==> src/design/assert_macros.svh <==
// Assertion macros shared by the calculator RTL.
// Define NO_ASSERTIONS to compile the design without any checks.
`ifndef ASSERT_MACROS_SVH
`define ASSERT_MACROS_SVH

`ifndef NO_ASSERTIONS

// Checked at every rising edge outside of reset.
`define RPN_ASSERT(label, prop) \
    label: assert property (@(posedge clk) disable iff (!rst_n) prop) \
        else $error("rpn_stack_calculator: assertion failed");

// Checked at every rising edge, reset included.
`define RPN_ASSERT_ALWAYS(label, prop) \
    label: assert property (@(posedge clk) prop) \
        else $error("rpn_stack_calculator: assertion failed");

`else

`define RPN_ASSERT(label, prop)
`define RPN_ASSERT_ALWAYS(label, prop)

`endif

`endif

==> src/design/rpn_pkg.sv <==
`timescale 1ns / 1ps

package rpn_pkg;

    localparam int DEFAULT_STACK_DEPTH = 16;
    localparam int WORD_W              = 32;
    localparam int PEND_W              = 31;
    localparam int DIV_STEPS           = WORD_W;

    typedef logic [WORD_W-1:0] word_t;
    typedef logic [7:0]        key_t;
    typedef logic [2:0]        status_t;
    typedef logic [1:0]        cell_cmd_t;

    // Key codes (ASCII).
    localparam key_t KEY_ZERO     = 8'h30;
    localparam key_t KEY_NINE     = 8'h39;
    localparam key_t KEY_CLEAR    = 8'h43;
    localparam key_t KEY_SHOW_TOP = 8'h70;
    localparam key_t KEY_SHOW_ALL = 8'h50;
    localparam key_t KEY_ADD      = 8'h2B;
    localparam key_t KEY_SUB      = 8'h2D;
    localparam key_t KEY_MUL      = 8'h2A;
    localparam key_t KEY_DIV      = 8'h2F;
    localparam key_t KEY_DUP      = 8'h64;
    localparam key_t KEY_SWAP     = 8'h72;
    localparam key_t KEY_ENTER    = 8'h65;
    localparam key_t KEY_HASH     = 8'h23;
    localparam key_t KEY_SPACE    = 8'h20;

    // Result status codes.
    localparam status_t ST_OK      = 3'd0;
    localparam status_t ST_NUMOVF  = 3'd1;
    localparam status_t ST_BLOCKED = 3'd2;
    localparam status_t ST_UNDER   = 3'd3;
    localparam status_t ST_FULL    = 3'd4;
    localparam status_t ST_DIVZERO = 3'd5;

    // Stack cell commands: where a cell takes its next value from.
    localparam cell_cmd_t CELL_HOLD      = 2'd0;
    localparam cell_cmd_t CELL_FROM_UP   = 2'd1;
    localparam cell_cmd_t CELL_FROM_DOWN = 2'd2;

    // Divider request and response.
    typedef struct packed {
        logic  start;
        word_t dividend;
        word_t divisor;
    } div_req_t;

    typedef struct packed {
        logic  busy;
        word_t quotient;
    } div_rsp_t;

endpackage

==> src/design/rpn_key_if.sv <==
`timescale 1ns / 1ps

interface rpn_key_if;
    import rpn_pkg::*;

    logic valid;
    logic ready;
    key_t key_code;
    logic ops_blocked;

    modport source (output valid, output key_code, output ops_blocked, input ready);
    modport sink   (input valid, input key_code, input ops_blocked, output ready);
endinterface

==> src/design/rpn_result_if.sv <==
`timescale 1ns / 1ps

interface rpn_result_if;
    import rpn_pkg::*;

    logic               valid;
    logic               ready;
    logic signed [31:0] shown_value;
    logic               value_valid;
    status_t            status;
    logic               last_result;

    modport source (output valid, output shown_value, output value_valid,
                    output status, output last_result, input ready);
    modport sink   (input valid, input shown_value, input value_valid,
                    input status, input last_result, output ready);
endinterface

==> src/design/rpn_stack_calculator.sv <==
`timescale 1ns / 1ps
// RPN stack calculator. Each key transfer on the key channel produces one or more
// transfers on the result channel, in order, with last_result set on the final one.
// Digits build a pending number; enter pushes it, and the operators act on a stack of
// STACK_DEPTH signed 32-bit entries kept in a row of cells that shift toward or away
// from the top. A key is taken when the block is idle; ordinary keys then pass through
// capture and execute, execute waiting for the output register to be free, before their
// result sits in the output register, and the next key can be taken while that result
// still waits. Divide also waits for the bit-serial divider, which produces one quotient
// bit per cycle. Show all rotates the whole cell row once, presenting one entry per
// cycle while entries remain and the output side keeps taking them.
`include "assert_macros.svh"

module rpn_stack_calculator #(
    parameter int STACK_DEPTH = rpn_pkg::DEFAULT_STACK_DEPTH
) (
    input  logic         clk,
    input  logic         rst_n,
    rpn_key_if.sink      key,
    rpn_result_if.source result
);
    import rpn_pkg::*;

    localparam int CW = $clog2(STACK_DEPTH + 1);
    localparam int RW = $clog2(STACK_DEPTH);

    // Control states.
    localparam logic [1:0] S_IDLE = 2'd0;
    localparam logic [1:0] S_EXEC = 2'd1;
    localparam logic [1:0] S_DIV  = 2'd2;
    localparam logic [1:0] S_DUMP = 2'd3;

    // Operations on the whole cell row.
    localparam logic [2:0] OP_HOLD   = 3'd0;
    localparam logic [2:0] OP_PUSH   = 3'd1;
    localparam logic [2:0] OP_BINARY = 3'd2;
    localparam logic [2:0] OP_SWAP   = 3'd3;
    localparam logic [2:0] OP_ROTATE = 3'd4;

    localparam logic [PEND_W+3:0] PEND_MAX = (PEND_W+4)'(32'h7FFF_FFFF);

    logic [1:0]        state_reg, state_next;
    logic [CW-1:0]     count_reg, count_next;
    logic [PEND_W-1:0] pend_reg, pend_next;
    logic [RW-1:0]     rot_reg, rot_next;
    key_t              key_reg;
    logic              blocked_reg;

    logic              out_valid_reg, out_valid_next;
    word_t             out_value_reg, out_value_next;
    logic              out_vvalid_reg, out_vvalid_next;
    status_t           out_status_reg, out_status_next;
    logic              out_last_reg, out_last_next;

    logic              key_accept;
    logic              out_free;
    logic              is_digit;
    logic [PEND_W+3:0] pend_ext;
    logic [PEND_W+3:0] digit_value;
    logic              dump_emit;

    logic              emit;
    word_t             emit_value;
    logic              emit_vvalid;
    status_t           emit_status;
    logic              emit_last;

    logic [2:0]        stack_op;
    word_t             top_load;
    word_t             op_a, op_b;
    word_t             sum, diff, prod, bin_result;

    div_req_t          div_req;
    div_rsp_t          div_rsp;

    word_t             cell_data [STACK_DEPTH];

    // ------------------------------------------------------------------
    // Handshake and datapath helpers
    // ------------------------------------------------------------------
    assign key.ready  = (state_reg == S_IDLE);
    assign key_accept = key.valid && key.ready;

    // A result may be loaded when the output register is empty or drains this cycle.
    assign out_free = !out_valid_reg || result.ready;

    assign is_digit = (key_reg >= KEY_ZERO) && (key_reg <= KEY_NINE);

    // pending * 10 + digit, wide enough that the overflow compare is exact.
    assign pend_ext    = (PEND_W+4)'(pend_reg);
    assign digit_value = (PEND_W+4)'(key_reg[3:0]);

    // b is the top entry, a the one beneath it.
    assign op_b = cell_data[0];
    assign op_a = cell_data[1];
    assign sum  = op_a + op_b;
    assign diff = op_a - op_b;
    assign prod = op_a * op_b;

    always_comb
    begin
        case (key_reg)
            KEY_ADD: bin_result = sum;
            KEY_SUB: bin_result = diff;
            default: bin_result = prod;
        endcase
    end

    assign dump_emit = (CW'(rot_reg) < count_reg);

    // ------------------------------------------------------------------
    // Control
    // ------------------------------------------------------------------
    always_comb
    begin
        state_next  = state_reg;
        count_next  = count_reg;
        pend_next   = pend_reg;
        rot_next    = rot_reg;
        stack_op    = OP_HOLD;
        top_load    = cell_data[0];
        div_req.start    = 1'b0;
        div_req.dividend = op_a;
        div_req.divisor  = op_b;
        emit        = 1'b0;
        emit_value  = '0;
        emit_vvalid = 1'b0;
        emit_status = ST_OK;
        emit_last   = 1'b1;

        case (state_reg)
            S_IDLE:
            begin
                if (key_accept)
                    state_next = S_EXEC;
            end

            S_EXEC:
            begin
                if (out_free)
                begin
                    state_next = S_IDLE;
                    emit       = 1'b1;
                    if (is_digit)
                    begin
                        // A digit that would pass 2^31-1 leaves the number as it was.
                        if (((pend_ext << 3) + (pend_ext << 1) + digit_value) > PEND_MAX)
                            emit_status = ST_NUMOVF;
                        else
                            pend_next = PEND_W'((pend_ext << 3) + (pend_ext << 1)
                                                + digit_value);
                    end
                    else if (blocked_reg)
                    begin
                        emit_status = ST_BLOCKED;
                    end
                    else
                    begin
                        pend_next = '0;
                        case (key_reg)
                            KEY_CLEAR:
                            begin
                                count_next = '0;
                            end
                            KEY_SHOW_TOP:
                            begin
                                if (count_reg == '0)
                                    emit_status = ST_UNDER;
                                else
                                begin
                                    emit_value  = cell_data[0];
                                    emit_vvalid = 1'b1;
                                end
                            end
                            KEY_SHOW_ALL:
                            begin
                                // An empty stack answers with a single empty result.
                                if (count_reg != '0)
                                begin
                                    emit       = 1'b0;
                                    state_next = S_DUMP;
                                    rot_next   = '0;
                                end
                            end
                            KEY_ADD, KEY_SUB, KEY_MUL:
                            begin
                                if (count_reg < CW'(2))
                                    emit_status = ST_UNDER;
                                else
                                begin
                                    stack_op   = OP_BINARY;
                                    top_load   = bin_result;
                                    count_next = count_reg - 1'b1;
                                end
                            end
                            KEY_DIV:
                            begin
                                if (count_reg < CW'(2))
                                    emit_status = ST_UNDER;
                                else if (op_b == '0)
                                    emit_status = ST_DIVZERO;
                                else
                                begin
                                    emit          = 1'b0;
                                    div_req.start = 1'b1;
                                    state_next    = S_DIV;
                                end
                            end
                            KEY_DUP:
                            begin
                                if (count_reg == '0)
                                    emit_status = ST_UNDER;
                                else if (count_reg == CW'(STACK_DEPTH))
                                    emit_status = ST_FULL;
                                else
                                begin
                                    stack_op   = OP_PUSH;
                                    top_load   = cell_data[0];
                                    count_next = count_reg + 1'b1;
                                end
                            end
                            KEY_SWAP:
                            begin
                                if (count_reg < CW'(2))
                                    emit_status = ST_UNDER;
                                else
                                    stack_op = OP_SWAP;
                            end
                            KEY_ENTER, KEY_HASH, KEY_SPACE:
                            begin
                                if (count_reg == CW'(STACK_DEPTH))
                                    emit_status = ST_FULL;
                                else
                                begin
                                    stack_op   = OP_PUSH;
                                    top_load   = word_t'(pend_reg);
                                    count_next = count_reg + 1'b1;
                                end
                            end
                            default:
                            begin
                                // Unknown keys only clear the pending number.
                            end
                        endcase
                    end
                end
            end

            S_DIV:
            begin
                // The quotient replaces the two operands once the divider is done.
                if (!div_rsp.busy && out_free)
                begin
                    stack_op   = OP_BINARY;
                    top_load   = div_rsp.quotient;
                    count_next = count_reg - 1'b1;
                    emit       = 1'b1;
                    state_next = S_IDLE;
                end
            end

            S_DUMP:
            begin
                // The row turns once completely so that it ends where it started.
                // Entries in use are presented on the way; the rest pass silently.
                if (!dump_emit || out_free)
                begin
                    stack_op = OP_ROTATE;
                    if (dump_emit)
                    begin
                        emit        = 1'b1;
                        emit_value  = cell_data[0];
                        emit_vvalid = 1'b1;
                        emit_last   = ((CW'(rot_reg) + CW'(1)) == count_reg);
                    end
                    if (rot_reg == RW'(STACK_DEPTH - 1))
                        state_next = S_IDLE;
                    else
                        rot_next = rot_reg + 1'b1;
                end
            end

            default:
            begin
                state_next = S_IDLE;
            end
        endcase
    end

    // Output register: loads a new result or empties once it has been taken.
    always_comb
    begin
        out_valid_next  = out_valid_reg;
        out_value_next  = out_value_reg;
        out_vvalid_next = out_vvalid_reg;
        out_status_next = out_status_reg;
        out_last_next   = out_last_reg;
        if (emit)
        begin
            out_valid_next  = 1'b1;
            out_value_next  = emit_value;
            out_vvalid_next = emit_vvalid;
            out_status_next = emit_status;
            out_last_next   = emit_last;
        end
        else if (result.ready)
        begin
            out_valid_next = 1'b0;
        end
    end

    always_ff @(posedge clk or negedge rst_n)
    begin
        if (!rst_n)
        begin
            state_reg     <= S_IDLE;
            count_reg     <= '0;
            pend_reg      <= '0;
            rot_reg       <= '0;
            out_valid_reg <= 1'b0;
        end
        else
        begin
            state_reg     <= state_next;
            count_reg     <= count_next;
            pend_reg      <= pend_next;
            rot_reg       <= rot_next;
            out_valid_reg <= out_valid_next;
        end
    end

    always_ff @(posedge clk)
    begin
        if (key_accept)
        begin
            key_reg     <= key.key_code;
            blocked_reg <= key.ops_blocked;
        end
        out_value_reg  <= out_value_next;
        out_vvalid_reg <= out_vvalid_next;
        out_status_reg <= out_status_next;
        out_last_reg   <= out_last_next;
    end

    assign result.valid       = out_valid_reg;
    assign result.shown_value = $signed(out_value_reg);
    assign result.value_valid = out_vvalid_reg;
    assign result.status      = out_status_reg;
    assign result.last_result = out_last_reg;

    // ------------------------------------------------------------------
    // Stack cell row. Cell 0 is the top of the stack; its upper input is the
    // value being pushed or written, and the deepest cell's lower input wraps
    // around to cell 0 so that the row can rotate.
    // ------------------------------------------------------------------
    for (genvar i = 0; i < STACK_DEPTH; i++)
    begin : g_cell
        cell_cmd_t cmd;
        word_t     up_data;
        word_t     down_data;

        always_comb
        begin
            case (stack_op)
                OP_PUSH:   cmd = CELL_FROM_UP;
                OP_BINARY: cmd = (i == 0) ? CELL_FROM_UP : CELL_FROM_DOWN;
                OP_SWAP:
                begin
                    if (i == 0)
                        cmd = CELL_FROM_DOWN;
                    else if (i == 1)
                        cmd = CELL_FROM_UP;
                    else
                        cmd = CELL_HOLD;
                end
                OP_ROTATE: cmd = CELL_FROM_DOWN;
                default:   cmd = CELL_HOLD;
            endcase
        end

        assign up_data   = (i == 0) ? top_load : cell_data[(i == 0) ? 0 : i - 1];
        assign down_data = cell_data[(i == STACK_DEPTH - 1) ? 0 : i + 1];

        rpn_cell u_cell (
            .clk       (clk),
            .cmd       (cmd),
            .up_data   (up_data),
            .down_data (down_data),
            .data      (cell_data[i])
        );
    end

    rpn_divider u_divider (
        .clk   (clk),
        .rst_n (rst_n),
        .req   (div_req),
        .rsp   (div_rsp)
    );

    // ------------------------------------------------------------------
    // Assertions
    // ------------------------------------------------------------------
    `RPN_ASSERT(a_count_bound, count_reg <= CW'(STACK_DEPTH))
    `RPN_ASSERT(a_shown_is_ok, out_valid_reg && out_vvalid_reg |-> out_status_reg == ST_OK)
    `RPN_ASSERT(a_div_only_in_div, div_rsp.busy |-> state_reg == S_DIV)
    `RPN_ASSERT(a_dump_nonempty, state_reg == S_DUMP |-> count_reg != '0)
endmodule

==> src/design/rpn_cell.sv <==
`timescale 1ns / 1ps

module rpn_cell (
    input  logic               clk,
    input  rpn_pkg::cell_cmd_t cmd,
    input  rpn_pkg::word_t     up_data,
    input  rpn_pkg::word_t     down_data,
    output rpn_pkg::word_t     data
);
    import rpn_pkg::*;

    word_t data_reg;
    word_t data_next;

    always_comb
    begin
        case (cmd)
            CELL_FROM_UP:   data_next = up_data;
            CELL_FROM_DOWN: data_next = down_data;
            default:        data_next = data_reg;
        endcase
    end

    always_ff @(posedge clk)
    begin
        data_reg <= data_next;
    end

    assign data = data_reg;
endmodule

==> src/design/rpn_divider.sv <==
`timescale 1ns / 1ps

module rpn_divider (
    input  logic              clk,
    input  logic              rst_n,
    input  rpn_pkg::div_req_t req,
    output rpn_pkg::div_rsp_t rsp
);
    import rpn_pkg::*;

    localparam int CNT_W = $clog2(DIV_STEPS);

    logic             busy_reg, busy_next;
    logic [CNT_W-1:0] cnt_reg, cnt_next;
    word_t            rem_reg, rem_next;
    word_t            quot_reg, quot_next;
    word_t            dsr_reg, dsr_next;
    logic             neg_reg, neg_next;

    word_t             a_mag;
    word_t             b_mag;
    logic [WORD_W:0]   rem_shift;
    logic [WORD_W:0]   rem_sub;

    // Magnitudes; the most negative value maps to 2^31 as an unsigned word.
    assign a_mag = req.dividend[WORD_W-1] ? (~req.dividend + 1'b1) : req.dividend;
    assign b_mag = req.divisor[WORD_W-1]  ? (~req.divisor + 1'b1)  : req.divisor;

    assign rem_shift = {rem_reg, quot_reg[WORD_W-1]};
    assign rem_sub   = rem_shift - {1'b0, dsr_reg};

    always_comb
    begin
        busy_next = busy_reg;
        cnt_next  = cnt_reg;
        rem_next  = rem_reg;
        quot_next = quot_reg;
        dsr_next  = dsr_reg;
        neg_next  = neg_reg;
        if (req.start)
        begin
            busy_next = 1'b1;
            cnt_next  = CNT_W'(DIV_STEPS - 1);
            rem_next  = '0;
            quot_next = a_mag;
            dsr_next  = b_mag;
            neg_next  = req.dividend[WORD_W-1] ^ req.divisor[WORD_W-1];
        end
        else if (busy_reg)
        begin
            // One restoring step: one quotient bit per cycle.
            if (!rem_sub[WORD_W])
            begin
                rem_next  = rem_sub[WORD_W-1:0];
                quot_next = {quot_reg[WORD_W-2:0], 1'b1};
            end
            else
            begin
                rem_next  = rem_shift[WORD_W-1:0];
                quot_next = {quot_reg[WORD_W-2:0], 1'b0};
            end
            if (cnt_reg == '0)
                busy_next = 1'b0;
            else
                cnt_next = cnt_reg - 1'b1;
        end
    end

    always_ff @(posedge clk or negedge rst_n)
    begin
        if (!rst_n)
        begin
            busy_reg <= 1'b0;
            cnt_reg  <= '0;
        end
        else
        begin
            busy_reg <= busy_next;
            cnt_reg  <= cnt_next;
        end
    end

    always_ff @(posedge clk)
    begin
        rem_reg  <= rem_next;
        quot_reg <= quot_next;
        dsr_reg  <= dsr_next;
        neg_reg  <= neg_next;
    end

    assign rsp.busy     = busy_reg;
    assign rsp.quotient = neg_reg ? (~quot_reg + 1'b1) : quot_reg;
endmodule
==> src/flat_wrapper.sv <==
// flat-port wrapper written by rule: the top's interface ports become plain ports
module rpn_stack_calculator_flat import rpn_pkg::*;
#(
    parameter int STACK_DEPTH = rpn_pkg::DEFAULT_STACK_DEPTH
)
  (clk, rst_n, key_valid, key_key_code, key_ops_blocked, key_ready, result_valid, result_shown_value, result_value_valid, result_status, result_last_result, result_ready);
  rpn_key_if key_i ();
  rpn_result_if result_i ();
  input  logic clk;
  input  logic rst_n;
  input wire logic [$bits(key_i.valid)-1:0] key_valid;
  input wire logic [$bits(key_i.key_code)-1:0] key_key_code;
  input wire logic [$bits(key_i.ops_blocked)-1:0] key_ops_blocked;
  output wire logic [$bits(key_i.ready)-1:0] key_ready;
  output wire logic [$bits(result_i.valid)-1:0] result_valid;
  output wire logic [$bits(result_i.shown_value)-1:0] result_shown_value;
  output wire logic [$bits(result_i.value_valid)-1:0] result_value_valid;
  output wire logic [$bits(result_i.status)-1:0] result_status;
  output wire logic [$bits(result_i.last_result)-1:0] result_last_result;
  input wire logic [$bits(result_i.ready)-1:0] result_ready;
  assign key_i.valid = key_valid;
  assign key_i.key_code = key_key_code;
  assign key_i.ops_blocked = key_ops_blocked;
  assign key_ready = key_i.ready;
  assign result_valid = result_i.valid;
  assign result_shown_value = result_i.shown_value;
  assign result_value_valid = result_i.value_valid;
  assign result_status = result_i.status;
  assign result_last_result = result_i.last_result;
  assign result_i.ready = result_ready;
  rpn_stack_calculator #(.STACK_DEPTH(STACK_DEPTH)) u_core (.clk(clk), .rst_n(rst_n), .key(key_i), .result(result_i));
endmodule
==> config.mk <==
export PLATFORM = sky130hd
export DESIGN_NAME = rpn_stack_calculator_flat
export DESIGN_NICKNAME = d
export VERILOG_FILES = /design/src/design/rpn_pkg.sv /design/src/design/rpn_key_if.sv /design/src/design/rpn_result_if.sv /design/src/design/rpn_stack_calculator.sv /design/src/design/rpn_cell.sv /design/src/design/rpn_divider.sv /design/src/flat_wrapper.sv
export VERILOG_INCLUDE_DIRS = /design/src /design/src/design
export SDC_FILE = /design/constraint.sdc
export NUM_CORES = 2
export LEC_CHECK = 0
export BUFFER_PORTS_ARGS = -buffer_cell sky130_fd_sc_hd__buf_4
export CAP_MARGIN = 20
export CORE_ASPECT_RATIO = 0.9
export CORE_UTILIZATION = 40
export DETAILED_ROUTE_END_ITERATION = 6
export GPL_TIMING_DRIVEN = 0
export HOLD_SLACK_MARGIN = 0.08
export PLACE_DENSITY = 0.68
export SETUP_SLACK_MARGIN = 0.02
export SLEW_MARGIN = 20
export SYNTH_ARGS = -nofsm -noshare
export SYNTH_HDL_FRONTEND = slang
export SYNTH_HIERARCHICAL = 1
export SYNTH_SLANG_ARGS = --single-unit
==> constraint.sdc <==
create_clock -name clk -period 6.9 [get_ports clk]
set_input_delay 1.38 -clock clk [delete_from_list [all_inputs] [get_ports clk]]
set_output_delay 1.38 -clock clk [all_outputs]
set_load 0.02 [all_outputs]
# After elaboration in Yosys (flattened, before gate mapping)
# Index checks and enable logic that the tools add are counted.
dict set report op_classes {
  addsub 13
  multipliers 1
  order_cmp 5
  eq_ne 52
  muxes 128
  n_bitwise 4
  reduce_logical 35
}
# operator n
set ops {}
lappend ops {{$pmux W32 S2} 20}
lappend ops {{$mux W32} 18}
lappend ops {{$mux W31} 4}
lappend ops {{$add A32 B1 Y32 const B} 3}
lappend ops {{$not A32 Y32} 3}
lappend ops {{$mux W5} 10}
lappend ops {{$eq A8 B6 Y1 const B} 6}
lappend ops {{$eq A8 B7 Y1 const B} 6}
lappend ops {{$add A34 B32 Y35} 1}
lappend ops {{$add A35 B4 Y35} 1}
lappend ops {{$gt A35 B31 Y1 const B} 1}
lappend ops {{$mux W3} 11}
lappend ops {{$sub A33 B32 Y33} 1}
lappend ops {{$add A32 B32 Y32} 1}
lappend ops {{$logic_not A32 Y1} 1}
lappend ops {{$mul A32 B32 Y32} 1}
lappend ops {{$sub A32 B32 Y32} 1}
lappend ops {{$mux W2} 15}
lappend ops {{$mux W1} 29}
lappend ops {{$mux W4} 7}
lappend ops {{$pmux W5 S4} 1}
lappend ops {{$pmux W2 S2} 4}
lappend ops {{$reduce_and A8 Y1} 2}
lappend ops {{$pmux W3 S5} 1}
lappend ops {{47 further kinds} 90}
dict set report totals {
  register_bits 704
  inputBits 13
  output_inout_bits 39
}

# Longest topological paths before layout
dict set report depth {
  depth_word 14
  mapped_depth 31
}

# Cells and area by module
# The synthesis kept the hierarchy.
# module instances cells_per_inst area_each_um2 seq_area_each_um2
set modules_own_cells {}
lappend modules_own_cells {rpn_stack_calculator 1 3006 25794.7 2457.4}
lappend modules_own_cells {rpn_cell 16 71 1525.2 960.9}
lappend modules_own_cells {rpn_divider 1 889 7788.7 2742.6}

# Least setup slack after synthesis
# Ideal clock, no wire load.
dict set report synth_path {
  path_type {register to register}
  from {register u_core.g_cell[0].u_cell.data_reg[7]}
  to {register u_core.g_cell[0].u_cell.data_reg[25], data pin}
  setup_ns 0.260
  t_arrival_ns 7.413
  required_ns 6.640
  slack_ns -0.774
  path_stages_with_launch 30
  path_buffers 3
  cell_sequence {edfxtp_1 > clkbuf_1 > clkbuf_1 > clkbuf_1 > and2_1 > fa_1 > fa_1 > fa_1 > inv_1 > fa_1 > inv_1 > fa_1 > inv_1 > fa_1 > inv_1 > fa_1 > fa_1 > ha_1 > o21ai_0 > nor2b_1 > inv_1 > and3_1 > a21bo_2 > nand2_1 > o211ai_1 > xor2_1 > a222oi_1 > a21oi_1 > a221o_1 > mux2_4}
}
dict set report synth_via {
  elab_chain_len 9
  word_cells_on_any_way 11
}
# element line
set synth_lines {}
lappend synth_lines {{from (decl)} rpn_cell.sv:12} ;# word_t data_reg;
lappend synth_lines {{from (signal assigned)} rpn_cell.sv:26} ;# data_reg <= data_next;
lappend synth_lines {{$mul A32 B32 Y32 (tied with other cells)} rpn_stack_calculator.sv:98} ;# assign prod = op_a * op_b;
lappend synth_lines {{$pmux W32 S2 (*)} rpn_stack_calculator.sv:102} ;# case (key_reg)
lappend synth_lines {{$mux W32 (*)} rpn_stack_calculator.sv:187} ;# if (count_reg < CW'(2))
lappend synth_lines {{$pmux W32 S2 (*)} rpn_stack_calculator.sv:160} ;# case (key_reg)
lappend synth_lines {{$mux W32 (*)} rpn_stack_calculator.sv:153} ;# else if (blocked_reg)
lappend synth_lines {{$mux W32 (*)} rpn_stack_calculator.sv:144} ;# if (is_digit)
lappend synth_lines {{$mux W32 (*)} rpn_stack_calculator.sv:140} ;# if (out_free)
lappend synth_lines {{$pmux W32 S2 (*)} rpn_stack_calculator.sv:131} ;# case (state_reg)
lappend synth_lines {{via u_core.g_cell[0].up_data[25]} rpn_stack_calculator.sv:359} ;# word_t up_data;
lappend synth_lines {{$pmux W32 S2 (*)} rpn_cell.sv:17} ;# case (cmd)
lappend synth_lines {{via u_core.g_cell[0].u_cell.data_next[25]} rpn_cell.sv:13} ;# word_t data_next;
# Mark *: on every way through the listed nets, which the timed path passes. The rest lies on a longest branch. The select of a mux whose other input is x is not followed.
# A chain may end at the register's enable or synchronous reset.

# Final worst setup path
dict set report layout_path {
  from {register u_core.g_cell[0].u_cell.data_reg[5]}
  to {register u_core.g_cell[0].u_cell.data_reg[30], data pin}
}
# The elaborated chain is that of the path after synthesis.

==> flow_metrics.py <==
metrics = {
    "run_status": {
        "status": "complete, but fails checks",
        "violations": "negative setup slack",
    },
    "sta": {
        "setup-violations-final": 19,
        "report.final.slew_viol_count": 0,
        "fmax_mhz": 126,
        "rsz0062_at_grt": "yes",
        "worst_hold_slack_ps": 509,
        "min_period_over_period": 1.15,
        "final-hold-violation-count": 0,
        "fin_ws_ps": -1010,
        "period_needed_ps": 7910,
        "worst_slew_pin_slew_ps": 1210,
        "fin_worst_skew_ps": 48.2,
        "maxSlewHeadroom": 0.190,
    },
    "clock_network": {
        "cts_root_buf": "clkbuf_16",
        "clk_latency_ps": 700,
        "postCtsHoldBufs": 0,
        "clk_pin_slew_worst_paths_ps": 60,
        "cts_tree": "yes",
        "cts-buffers-inserted": 79,
        "cts_sinks": 704,
        "cts_buffer_depth": 3,
        "htree_levels": 3,
    },
    "grt": {
        "grt_antenna_before_repair": 6,
        "grt.total_usage": 0.252,
        "grt_pass1_vias": 41015,
        "grt.overflow.total": 0,
        "grt_max_degree": 50,
        "grt_pass1_wl_um": 274000,
    },
    "floorplan": {
        "ios": 52,
        "dieHeight_um": 363,
        "row_count": 132,
        "dieWidth_um": 403,
        "die-area_um2": 146000,
        "fp.coreArea_um2": 144000,
        "start_util": 0.403,
    },
    "final_layout": {
        "fillCellCount": 12837,
        "drive_gt1_frac": 0.233,
        "areaGrowthSynthToFinish_pct": 15.3,
        "nets": 6038,
        "largest_reg_flops": 512,
    },
    "critical_path": {
        "critPathMostFrequentCell": "fa_1",
        "cp_top_family": "adder cells",
        "path_class": "flop to flop",
        "cp_max_fo": 9,
        "worstPathRequired_ps": 7300,
        "critPathMaxStageDelay_ps": 610,
        "cp_num_buf_inv": 4,
        "crit_path_end_kind": "flop",
        "worstPathArrival_ps": 8310,
        "worst_path_max_delay_cell": "fa_2",
        "critPathLaunchType": "flop",
    },
    "min_path": {
        "hp-class": "flop to flop",
    },
    "synthesis": {
        "ys_types": 94,
        "synth.most_common_cell": "edfxtp_1",
        "synth_warnings": 6,
        "seq_area_frac_synth": 0.355,
        "ys_seq_elements": 704,
        "synth-edff-count": 623,
        "synthArstFlopShare": 0.0696,
        "synth_top_area_share": 0.323,
        "synthCells": 5031,
        "ys.flop_type": "edfxtp_1",
        "synthesis.area_um2": 58000,
        "yosysTopAreaCell": "edfxtp_1",
        "syn_avg_cell_area_um2": 11.5,
        "synth.net_count": 5738,
        "yosys-top-cells-count": "edfxtp_1, inv_1, mux2_4, nand2_1, fa_1",
        "ys_top_cells_by_area": "edfxtp_1, fa_1, mux2_4",
    },
    "detailed_routing": {
        "initialDrtViolationCount": 4801,
        "wl_per_cell_um": 25.4,
        "vias": 41412,
        "dr.max_layer_used": "met5",
        "drc": 0,
        "wl_met3_um": 18300,
        "vias_per_cell": 5.64,
        "ant_nets": 0,
        "wl_met2_um": 78000,
        "drt-met1-wl_um": 80600,
        "dr.pass1.iters": 7,
        "wl_um": 186000,
    },
    "pwr": {
        "powerDensity_nw_per_um2": 250,
        "p_leak_nw": 27.4,
        "vdd_drop_max_v": 0.000532,
    },
    "job": {
        "drv_cap": 0,
    },
    "placed_design": {
        "place.gp.congestion": 0.988,
        "dp_hpwl_um": 135000,
        "post-place-ws_ps": -2610,
        "portBuffers": 51,
    },
}
## timing repair
item	CTS	global route
pin swaps	96	78
buffers inserted	136	20
gates resized for setup	331	92
endpoints found under the setup margin	25	22
hold endpoints to repair	0	0
## kinds of logic after synthesis
kind of cell / count (synthesis) / synth area share
simple gates: 1252 / 0.109
buf+inv: 782 / 0.0668
compound gates: 755 / 0.0845
flops: 704 / 0.355
fa+ha+maj: 694 / 0.203
mux: 549 / 0.137
xor+xnor: 295 / 0.0446
## cell type report
type                            count  area (µm²)  share of cell area
Clock inverter                     48         483             0.00722
Clock buffer                       99        2110              0.0316
Multi-Input combinational cell   3545       34500               0.516
Sequential cell                   704       20600               0.308
Timing Repair Buffer              223        1980              0.0297
Antenna cell                        6        15.0            0.000225
Inverter                          509        1910              0.0286
Tap cell                         1943        2430              0.0364
Buffer                            269        2820              0.0422
## routing by layer
metal / global-route usage / vias to the layer above
li1: - / 17976
met1: 0.359 / 21001
met2: 0.364 / 2035
met3: 0.0569 / 398
met4: 0.111 / 2
met5: 0 / -
## worst reg2reg max path, delay by kind of cell, from the launching register on
family	cells	cell delay (ps)
XOR/XNOR	1	250
flip-flops	1	500
adder cells (fa/ha/maj)	9	4370
AND/OR/NAND/NOR	1	150
buffers and inverters	4	460
AO/OA/AOI/OAI	10	1610
multiplexers	1	290
## where the power goes
group | switching [W] | internal [W] | total, W | leakage, nW
sequential | 0.000101 | 0.00478 | 0.00488 | 6.57
clock | 0.00188 | 0.00239 | 0.00427 | 1.26
combinational | 0.00422 | 0.00335 | 0.00757 | 19.6
## path summary, 6_finish.rpt
path	from	end	slack [ps]	cells past startpoint
worst max register to register	u_core/g_cell[0].u_cell/data[5]$_DFFE_PP_	u_core/g_cell[0].u_cell/data[30]$_DFFE_PP_	-1010	26
worst min-delay path	u_core/u_divider/rem_reg[13]$_SDFFE_PP0P_	u_core/u_divider/rem_reg[13]$_SDFFE_PP0P_	510	2
min in group asynchronous	rst_n	u_core/u_divider/cnt_reg[4]$_DFFE_PN0P_	740	1
max in group asynchronous	rst_n	u_core/state_reg[1]$_DFFE_PN0P_	5500	1
worst max-delay path	u_core/g_cell[0].u_cell/data[5]$_DFFE_PP_	u_core/g_cell[0].u_cell/data[30]$_DFFE_PP_	-1010	26
worst min register to register	u_core/u_divider/rem_reg[13]$_SDFFE_PP0P_	u_core/u_divider/rem_reg[13]$_SDFFE_PP0P_	510	2
## stage by stage
stage | instances | power (W) | instance area (µm²) | util | TNS, ps
2_1_floorplan | 5031 | 0.00879 | 58300 | - | -2450
3_3_place_gp | 7025 | 0.0105 | 61100 | 0.425 | -542920
3_5_place_dp | 7042 | 0.0106 | 61400 | 0.427 | -44390
4_1_cts | 7321 | 0.0162 | 66400 | 0.461 | -9140
5_1_grt | 7340 | 0.0174 | 66900 | 0.465 | -13290
6_report | 7346 | 0.0167 | 66900 | 0.465 | -10780
## placed cells by master (no fill, tap or decap), types with 35 or more instances in the layout
cell / n
a21o_1: 56
nor2_1: 193
buf_6: 35
nand2_1: 410
nor3_1: 38
a21oi_1: 173
xnor2_1: 192
xor2_1: 90
buf_4: 194
and2_1: 297
clkbuf_16: 97
ha_1: 261
nor2b_1: 49
mux2_4: 481
mux2i_1: 35
clkbuf_1: 103
inv_1: 485
edfxtp_1: 623
nand3_1: 62
fa_1: 382
o21ai_0: 155
buf_12: 62
dfrtp_1: 49
Note: power is estimated with default switching activity, not from simulation.
